[src/design/lsi_pkg.sv]
`default_nettype none

package lsi_pkg;

  // Quotient bits produced by the divider, one per pipeline step
  localparam int unsigned QUO_BITS = 32;
  // Width of the fixed point result coordinates
  localparam int unsigned OUT_BITS = 32;

  localparam logic [OUT_BITS-1:0] POS_LIMIT = {1'b0, {(OUT_BITS-1){1'b1}}};
  localparam logic [OUT_BITS-1:0] NEG_LIMIT = {1'b1, {(OUT_BITS-1){1'b0}}};

  // Per-request control that rides alongside the divider data
  typedef struct packed {
    logic hit;
    logic neg_x;
    logic neg_y;
    logic ovf_x;
    logic ovf_y;
  } lsi_ctl_t;

  // Clamp a quotient magnitude and apply the sign; returns {sat, value}
  function automatic logic [OUT_BITS:0] clamp_coord(input logic [QUO_BITS-1:0] quo,
                                                    input logic ovf,
                                                    input logic neg);
    logic [OUT_BITS-1:0] limit;
    logic [OUT_BITS-1:0] mag;
    logic                sat;
    limit = neg ? NEG_LIMIT : POS_LIMIT;
    sat   = ovf || (OUT_BITS'(quo) > limit);
    mag   = sat ? limit : OUT_BITS'(quo);
    return {sat, (neg ? (~mag + OUT_BITS'(1)) : mag)};
  endfunction

endpackage

`default_nettype wire

[src/design/lsi_div_step.sv]
`default_nettype none

// One restoring division step for both coordinates against a shared divisor
module lsi_div_step #(
  parameter int unsigned RW    = 67,
  parameter int unsigned XW    = 35,
  parameter int unsigned SHIFT = 0
) (
  input  wire logic                          clk_i,
  input  wire logic                          en_i,
  input  wire logic [RW-1:0]                 rem_x_i,
  input  wire logic [RW-1:0]                 rem_y_i,
  input  wire logic [XW-1:0]                 den_i,
  input  wire logic [lsi_pkg::QUO_BITS-1:0]  quo_x_i,
  input  wire logic [lsi_pkg::QUO_BITS-1:0]  quo_y_i,
  input  wire lsi_pkg::lsi_ctl_t             ctl_i,
  output logic      [RW-1:0]                 rem_x_o,
  output logic      [RW-1:0]                 rem_y_o,
  output logic      [XW-1:0]                 den_o,
  output logic      [lsi_pkg::QUO_BITS-1:0]  quo_x_o,
  output logic      [lsi_pkg::QUO_BITS-1:0]  quo_y_o,
  output lsi_pkg::lsi_ctl_t                  ctl_o
);

  logic [RW-1:0] dsh;
  logic          ge_x, ge_y;
  logic [RW-1:0] rem_x_d, rem_y_d;

  // trial subtract of the shifted divisor
  always_comb begin
    dsh     = RW'(den_i) << SHIFT;
    ge_x    = rem_x_i >= dsh;
    ge_y    = rem_y_i >= dsh;
    rem_x_d = ge_x ? (rem_x_i - dsh) : rem_x_i;
    rem_y_d = ge_y ? (rem_y_i - dsh) : rem_y_i;
  end

  always_ff @(posedge clk_i) begin
    if (en_i) begin
      rem_x_o <= rem_x_d;
      rem_y_o <= rem_y_d;
      den_o   <= den_i;
      quo_x_o <= {quo_x_i[lsi_pkg::QUO_BITS-2:0], ge_x};
      quo_y_o <= {quo_y_i[lsi_pkg::QUO_BITS-2:0], ge_y};
      ctl_o   <= ctl_i;
    end
  end

endmodule

`default_nettype wire

[config.mk]
export PLATFORM = sky130hd
export DESIGN_NAME = lsi_div_step
export DESIGN_NICKNAME = d
export VERILOG_FILES = /design/src/design/lsi_pkg.sv /design/src/design/lsi_div_step.sv
export SDC_FILE = /design/constraint.sdc
export NUM_CORES = 1
export LEC_CHECK = 0
export ABC_AREA = 1
export BUFFER_PORTS_ARGS = -buffer_cell sky130_fd_sc_hd__buf_2
export CORE_MARGIN = 8
export CORE_UTILIZATION = 45
export DETAILED_ROUTE_END_ITERATION = 10
export PLACE_DENSITY = 0.81
export REMOVE_ABC_BUFFERS = 1
export SYNTH_ARGS = -nofsm -noshare
export SYNTH_HDL_FRONTEND = slang
export SYNTH_SLANG_ARGS = --single-unit
[constraint.sdc]
create_clock -name clk_i -period 2.25 [get_ports clk_i]
set_input_delay 0.45 -clock clk_i [delete_from_list [all_inputs] [get_ports clk_i]]
set_output_delay 0.45 -clock clk_i [all_outputs]
set_load 0.02 [all_outputs]
==> flow_metrics.py <==
metrics = {
    "synthesis": {
        "instance_count_of_the_mapped_netlist": 2401,
        "synth.ff_latch_count": 238,
        "syn-cell-area_mm2": 0.0174,
        "post_synth.cell_area_avg_um2": 7.23,
        "synth.top_cells.by_area": "sky130_fd_sc_hd__edfxtp_1 41%, sky130_fd_sc_hd__nand2_1 19%, sky130_fd_sc_hd__inv_1 9.1%, sky130_fd_sc_hd__nor2_1 5.4%, sky130_fd_sc_hd__ha_1 5.0%",
        "synth_top_area_cell": "sky130_fd_sc_hd__edfxtp_1",
        "yosys.area.top_type_share_pct": 41.2,
        "synth.yosys.warnings": 0,
        "synth_cell_types": 39,
        "synth.yosys.seq_area_share_pct": 41.2,
    },
    "sta": {
        "fin_crit_sh_pct": 102,
        "max_slew_vio_count": 0,
        "post-route-min-period_ps": 2290,
        "grt_setup_unrepaired": "yes",
        "setup_slack_ps": -43.6,
        "worst-slew-pin-transition_ps": 390,
        "setup_tns_ps": -374,
        "worst_slew_margin_rel_pct": 73.8,
        "achievable_freq_mhz": 436,
        "hold_viol_final": 0,
        "timing.final.setup_violations": 14,
    },
    "floorplan": {
        "die_w_um": 212,
        "die_area_mm2": 0.0451,
        "core_area_mm2": 0.0384,
        "floorplan.io_pins": 478,
        "chip_height_um": 212,
        "start_util_pct": 45.2,
        "placementRows": 72,
    },
    "grt": {
        "grt_antenna_before_repair": 4,
        "grt_max_degree": 66,
        "global_route_wire_length_before_repair_mm": 102,
        "congestion_overflow_gr": 0,
        "number_of_global_route_vias_before_repair": 18900,
        "grt_usage_pct": 29.3,
    },
    "clock_network": {
        "cts.hold.buffers_added": 0,
        "htreeDepth": 1,
        "numCtsBuffers": 26,
        "cts_root_buf": "sky130_fd_sc_hd__clkbuf_16",
        "clk_path_buf_depth": 3,
        "tritoncts_sinks": 238,
        "cts_tree": "built",
        "path_clk_slew_ps": 60,
    },
    "run": {
        "maxCapViolations": 0,
    },
    "pwr": {
        "swShare_pct": 32.8,
        "power.switching_mw": 4.72,
        "clkPwrFrac_pct": 28.6,
        "internal_power_mw": 9.66,
        "p_comb_share_pct": 32.6,
        "max-vdd-ir-drop_mv": 0.543,
        "power_density_mw_per_mm2": 576,
        "leakage_nw": 12.7,
        "seq_power_share_pct": 38.8,
    },
    "setup_path": {
        "timing.critical_path.slowest_stage_cell": "sky130_fd_sc_hd__ha_1",
        "timing.setup.critical_path_class": "in -> reg",
        "cp.depth": 13,
        "timing.critical_path.fanout_max": 16,
        "cp_cell_sequence": "buf_2, clkinvlp_4, ha_1, nand3_1, nand3_1, nand4_1, nand3_2, nand2_1, nand2_1, nor2_4, buf_4, clkbuf_16, o21ai_1",
        "max_stage_delay_on_crit_path_ps": 370,
        "buffering_stage_count_on_the_worst_path_with_inverters_included": 4,
        "required_ps": 2540,
        "endpoint_kind": "register",
        "crit_family": "simple AND/OR/NAND/NOR gates",
        "cp.arrival_ps": 2580,
        "setup.worst_path.start_class": "primary input",
    },
    "worst_hold_path": {
        "worstHoldPathType": "in -> reg",
        "hold_depth": 1,
    },
    "place": {
        "gp_congestion": 1.02,
        "place_worst_setup_slack_ps": -597,
        "detailed_place.area_mm2": 0.0238,
        "port-buffer-count": 475,
        "dp_hpwl_mm": 59.1,
        "dp_cells": 3839,
    },
    "cells_and_area": {
        "final_design_area_no_fill_mm2": 0.0250,
        "sequential_cell_area_mm2": 0.00715,
        "drive_gt1_share_pct": 34.7,
        "synthToLayoutAreaGrowth_pct": 43.9,
        "fillers": 3415,
        "layout.nets": 3663,
        "multi_input_area_mm2": 0.00863,
        "fin_cells": 3893,
    },
    "drt": {
        "avgRoutedWirePerCell_um": 17.9,
        "dr_total_vias": 19200,
        "detailedRoute.firstPassIterationCount": 7,
        "first_iter_violations": 1408,
        "remaining_drc_errors": 0,
        "finalWirelength_mm": 69.7,
        "vias_per_cell": 4.94,
        "detail-route-antenna-nets": 0,
    },
    "status": {
        "run_status": "finished, violations left",
        "violations": "negative setup slack",
    },
}
## state kept, by name (all words and copies together), names as in the netlist
signal / flops
rem_x_o: 67
den_o: 35
rem_y_o: 67
quo_x_o: 32
quo_y_o: 32
ctl_o: 5
## path summary, 6_finish.rpt
path	from	to	slack (ps)
hold / removal	quo_y_i[20]	quo_y_o[21]	80
setup / recovery	den_i[1]	rem_y_o[19]	-40
## layout make-up
type / instances / share of cell area [%]
Inverter: 433 / 6.55
Tap cell: 518 / 2.60
Antenna cell: 5 / 0.0501
Clock buffer: 28 / 2.72
Timing Repair Buffer: 942 / 24.3
Sequential cell: 238 / 28.6
Multi-Input combinational cell: 1710 / 34.6
Clock inverter: 19 / 0.581
## cells in the final DEF (no fill, tap or decap), types with 26 or more instances in the layout
master / Yosys / final
sky130_fd_sc_hd__o21ai_1: 29 / 31
sky130_fd_sc_hd__nor2_1: 250 / 241
sky130_fd_sc_hd__a21oi_2: 29 / 34
sky130_fd_sc_hd__nor3_1: 28 / 26
sky130_fd_sc_hd__buf_2: 3 / 474
sky130_fd_sc_hd__a21oi_1: 84 / 79
sky130_fd_sc_hd__xnor2_1: 60 / 53
sky130_fd_sc_hd__nand3_1: 108 / 99
sky130_fd_sc_hd__buf_4: 2 / 453
sky130_fd_sc_hd__inv_1: 419 / 418
sky130_fd_sc_hd__ha_1: 70 / 65
sky130_fd_sc_hd__nand2_1: 882 / 855
sky130_fd_sc_hd__nand2_2: 34 / 59
sky130_fd_sc_hd__clkbuf_16: 0 / 29
sky130_fd_sc_hd__nand4_1: 27 / 27
sky130_fd_sc_hd__edfxtp_1: 238 / 238
## through the flow
| stage | utilization (%) | hold slack (ps) | power [mW] |
|---|---|---|---|
| floorplan | - | 549 | 7.87 |
| global placement | 61.9 | 626 | 10.1 |
| detailed placement | 61.9 | 628 | 10.2 |
| CTS | 64.0 | 41.7 | 14.4 |
| global route | 65.1 | 53.5 | 15.0 |
| finish | 65.1 | 77.2 | 14.4 |
## cell families after synthesis
| family | synth area share [%] |
|---|---|
| DFF | 41.2 |
| xor gates and xnor gates | 3.13 |
| AOI/OAI and AO/OA | 7.41 |
| and+or+nand+nor | 32.2 |
| buffers and inverters | 10.8 |
| adders and majority gates | 5.28 |
## timing repair
action / 4_1_cts / 5_1_grt
resized for setup: 0 / 77
pin swaps: 0 / 8
endpoints found under the hold margin: 0 / 0
endpoints found under the setup margin: 14 / 112
buffers inserted: 0 / 1
cloned: 0 / 2
## synthesized netlist by cell type
| cell type | instances |
|---|---|
| sky130_fd_sc_hd__buf_12 | 7 |
| sky130_fd_sc_hd__nand4_1 | 27 |
| sky130_fd_sc_hd__nor3b_1 | 1 |
| sky130_fd_sc_hd__and3_1 | 5 |
| sky130_fd_sc_hd__nand2_1 | 882 |
| sky130_fd_sc_hd__and2_1 | 6 |
| sky130_fd_sc_hd__nor3_1 | 28 |
| sky130_fd_sc_hd__edfxtp_1 | 238 |
| sky130_fd_sc_hd__buf_2 | 3 |
| sky130_fd_sc_hd__xor2_1 | 2 |
| sky130_fd_sc_hd__or2_2 | 1 |
| sky130_fd_sc_hd__a21oi_4 | 1 |
| sky130_fd_sc_hd__o211ai_1 | 1 |
| sky130_fd_sc_hd__a21oi_1 | 84 |
| sky130_fd_sc_hd__inv_1 | 419 |
| sky130_fd_sc_hd__clkinv_1 | 1 |
| sky130_fd_sc_hd__nor2_2 | 14 |
| sky130_fd_sc_hd__clkbuf_2 | 1 |
| sky130_fd_sc_hd__clkbuf_1 | 1 |
| sky130_fd_sc_hd__fa_1 | 2 |
| sky130_fd_sc_hd__nand3_4 | 1 |
| sky130_fd_sc_hd__a21oi_2 | 29 |
| sky130_fd_sc_hd__ha_1 | 70 |
| sky130_fd_sc_hd__nand2_2 | 34 |
| sky130_fd_sc_hd__inv_6 | 1 |
| sky130_fd_sc_hd__buf_4 | 2 |
| sky130_fd_sc_hd__nand3_1 | 108 |
| sky130_fd_sc_hd__xnor2_1 | 60 |
| sky130_fd_sc_hd__nor2_4 | 1 |
| sky130_fd_sc_hd__buf_6 | 6 |
| sky130_fd_sc_hd__o21ai_2 | 24 |
| sky130_fd_sc_hd__nor2_1 | 250 |
| sky130_fd_sc_hd__o21bai_1 | 13 |
| sky130_fd_sc_hd__inv_2 | 12 |
| sky130_fd_sc_hd__o21ai_0 | 27 |
| sky130_fd_sc_hd__o21ai_1 | 29 |
| sky130_fd_sc_hd__nor4_1 | 3 |
| sky130_fd_sc_hd__nand3b_1 | 6 |
| sky130_fd_sc_hd__nand3_2 | 1 |
## per-layer routing
metal / share of wire, % / vias up / wire length (um) / GRT usage [%]
met5: 0 / - / 0 / 0
met4: 5.8 / 0 / 4040 / 15.8
met3: 8.3 / 210 / 5810 / 4.69
met2: 49 / 843 / 34500 / 53.1
met1: 36 / 8686 / 25400 / 32.6
li1: - / 9486 / - / -
## power by group through the flow
stage	Clock, mW	Combinational (mW)	Sequential, mW
after CTS	4.23	4.55	5.58
final	4.11	4.69	5.58
after global placement	0	4.48	5.65
after detailed placement	0	4.52	5.67
after floorplan	0	1.58	6.28
after global routing	4.34	5.02	5.62
Note: power is estimated with default switching activity, not from simulation.
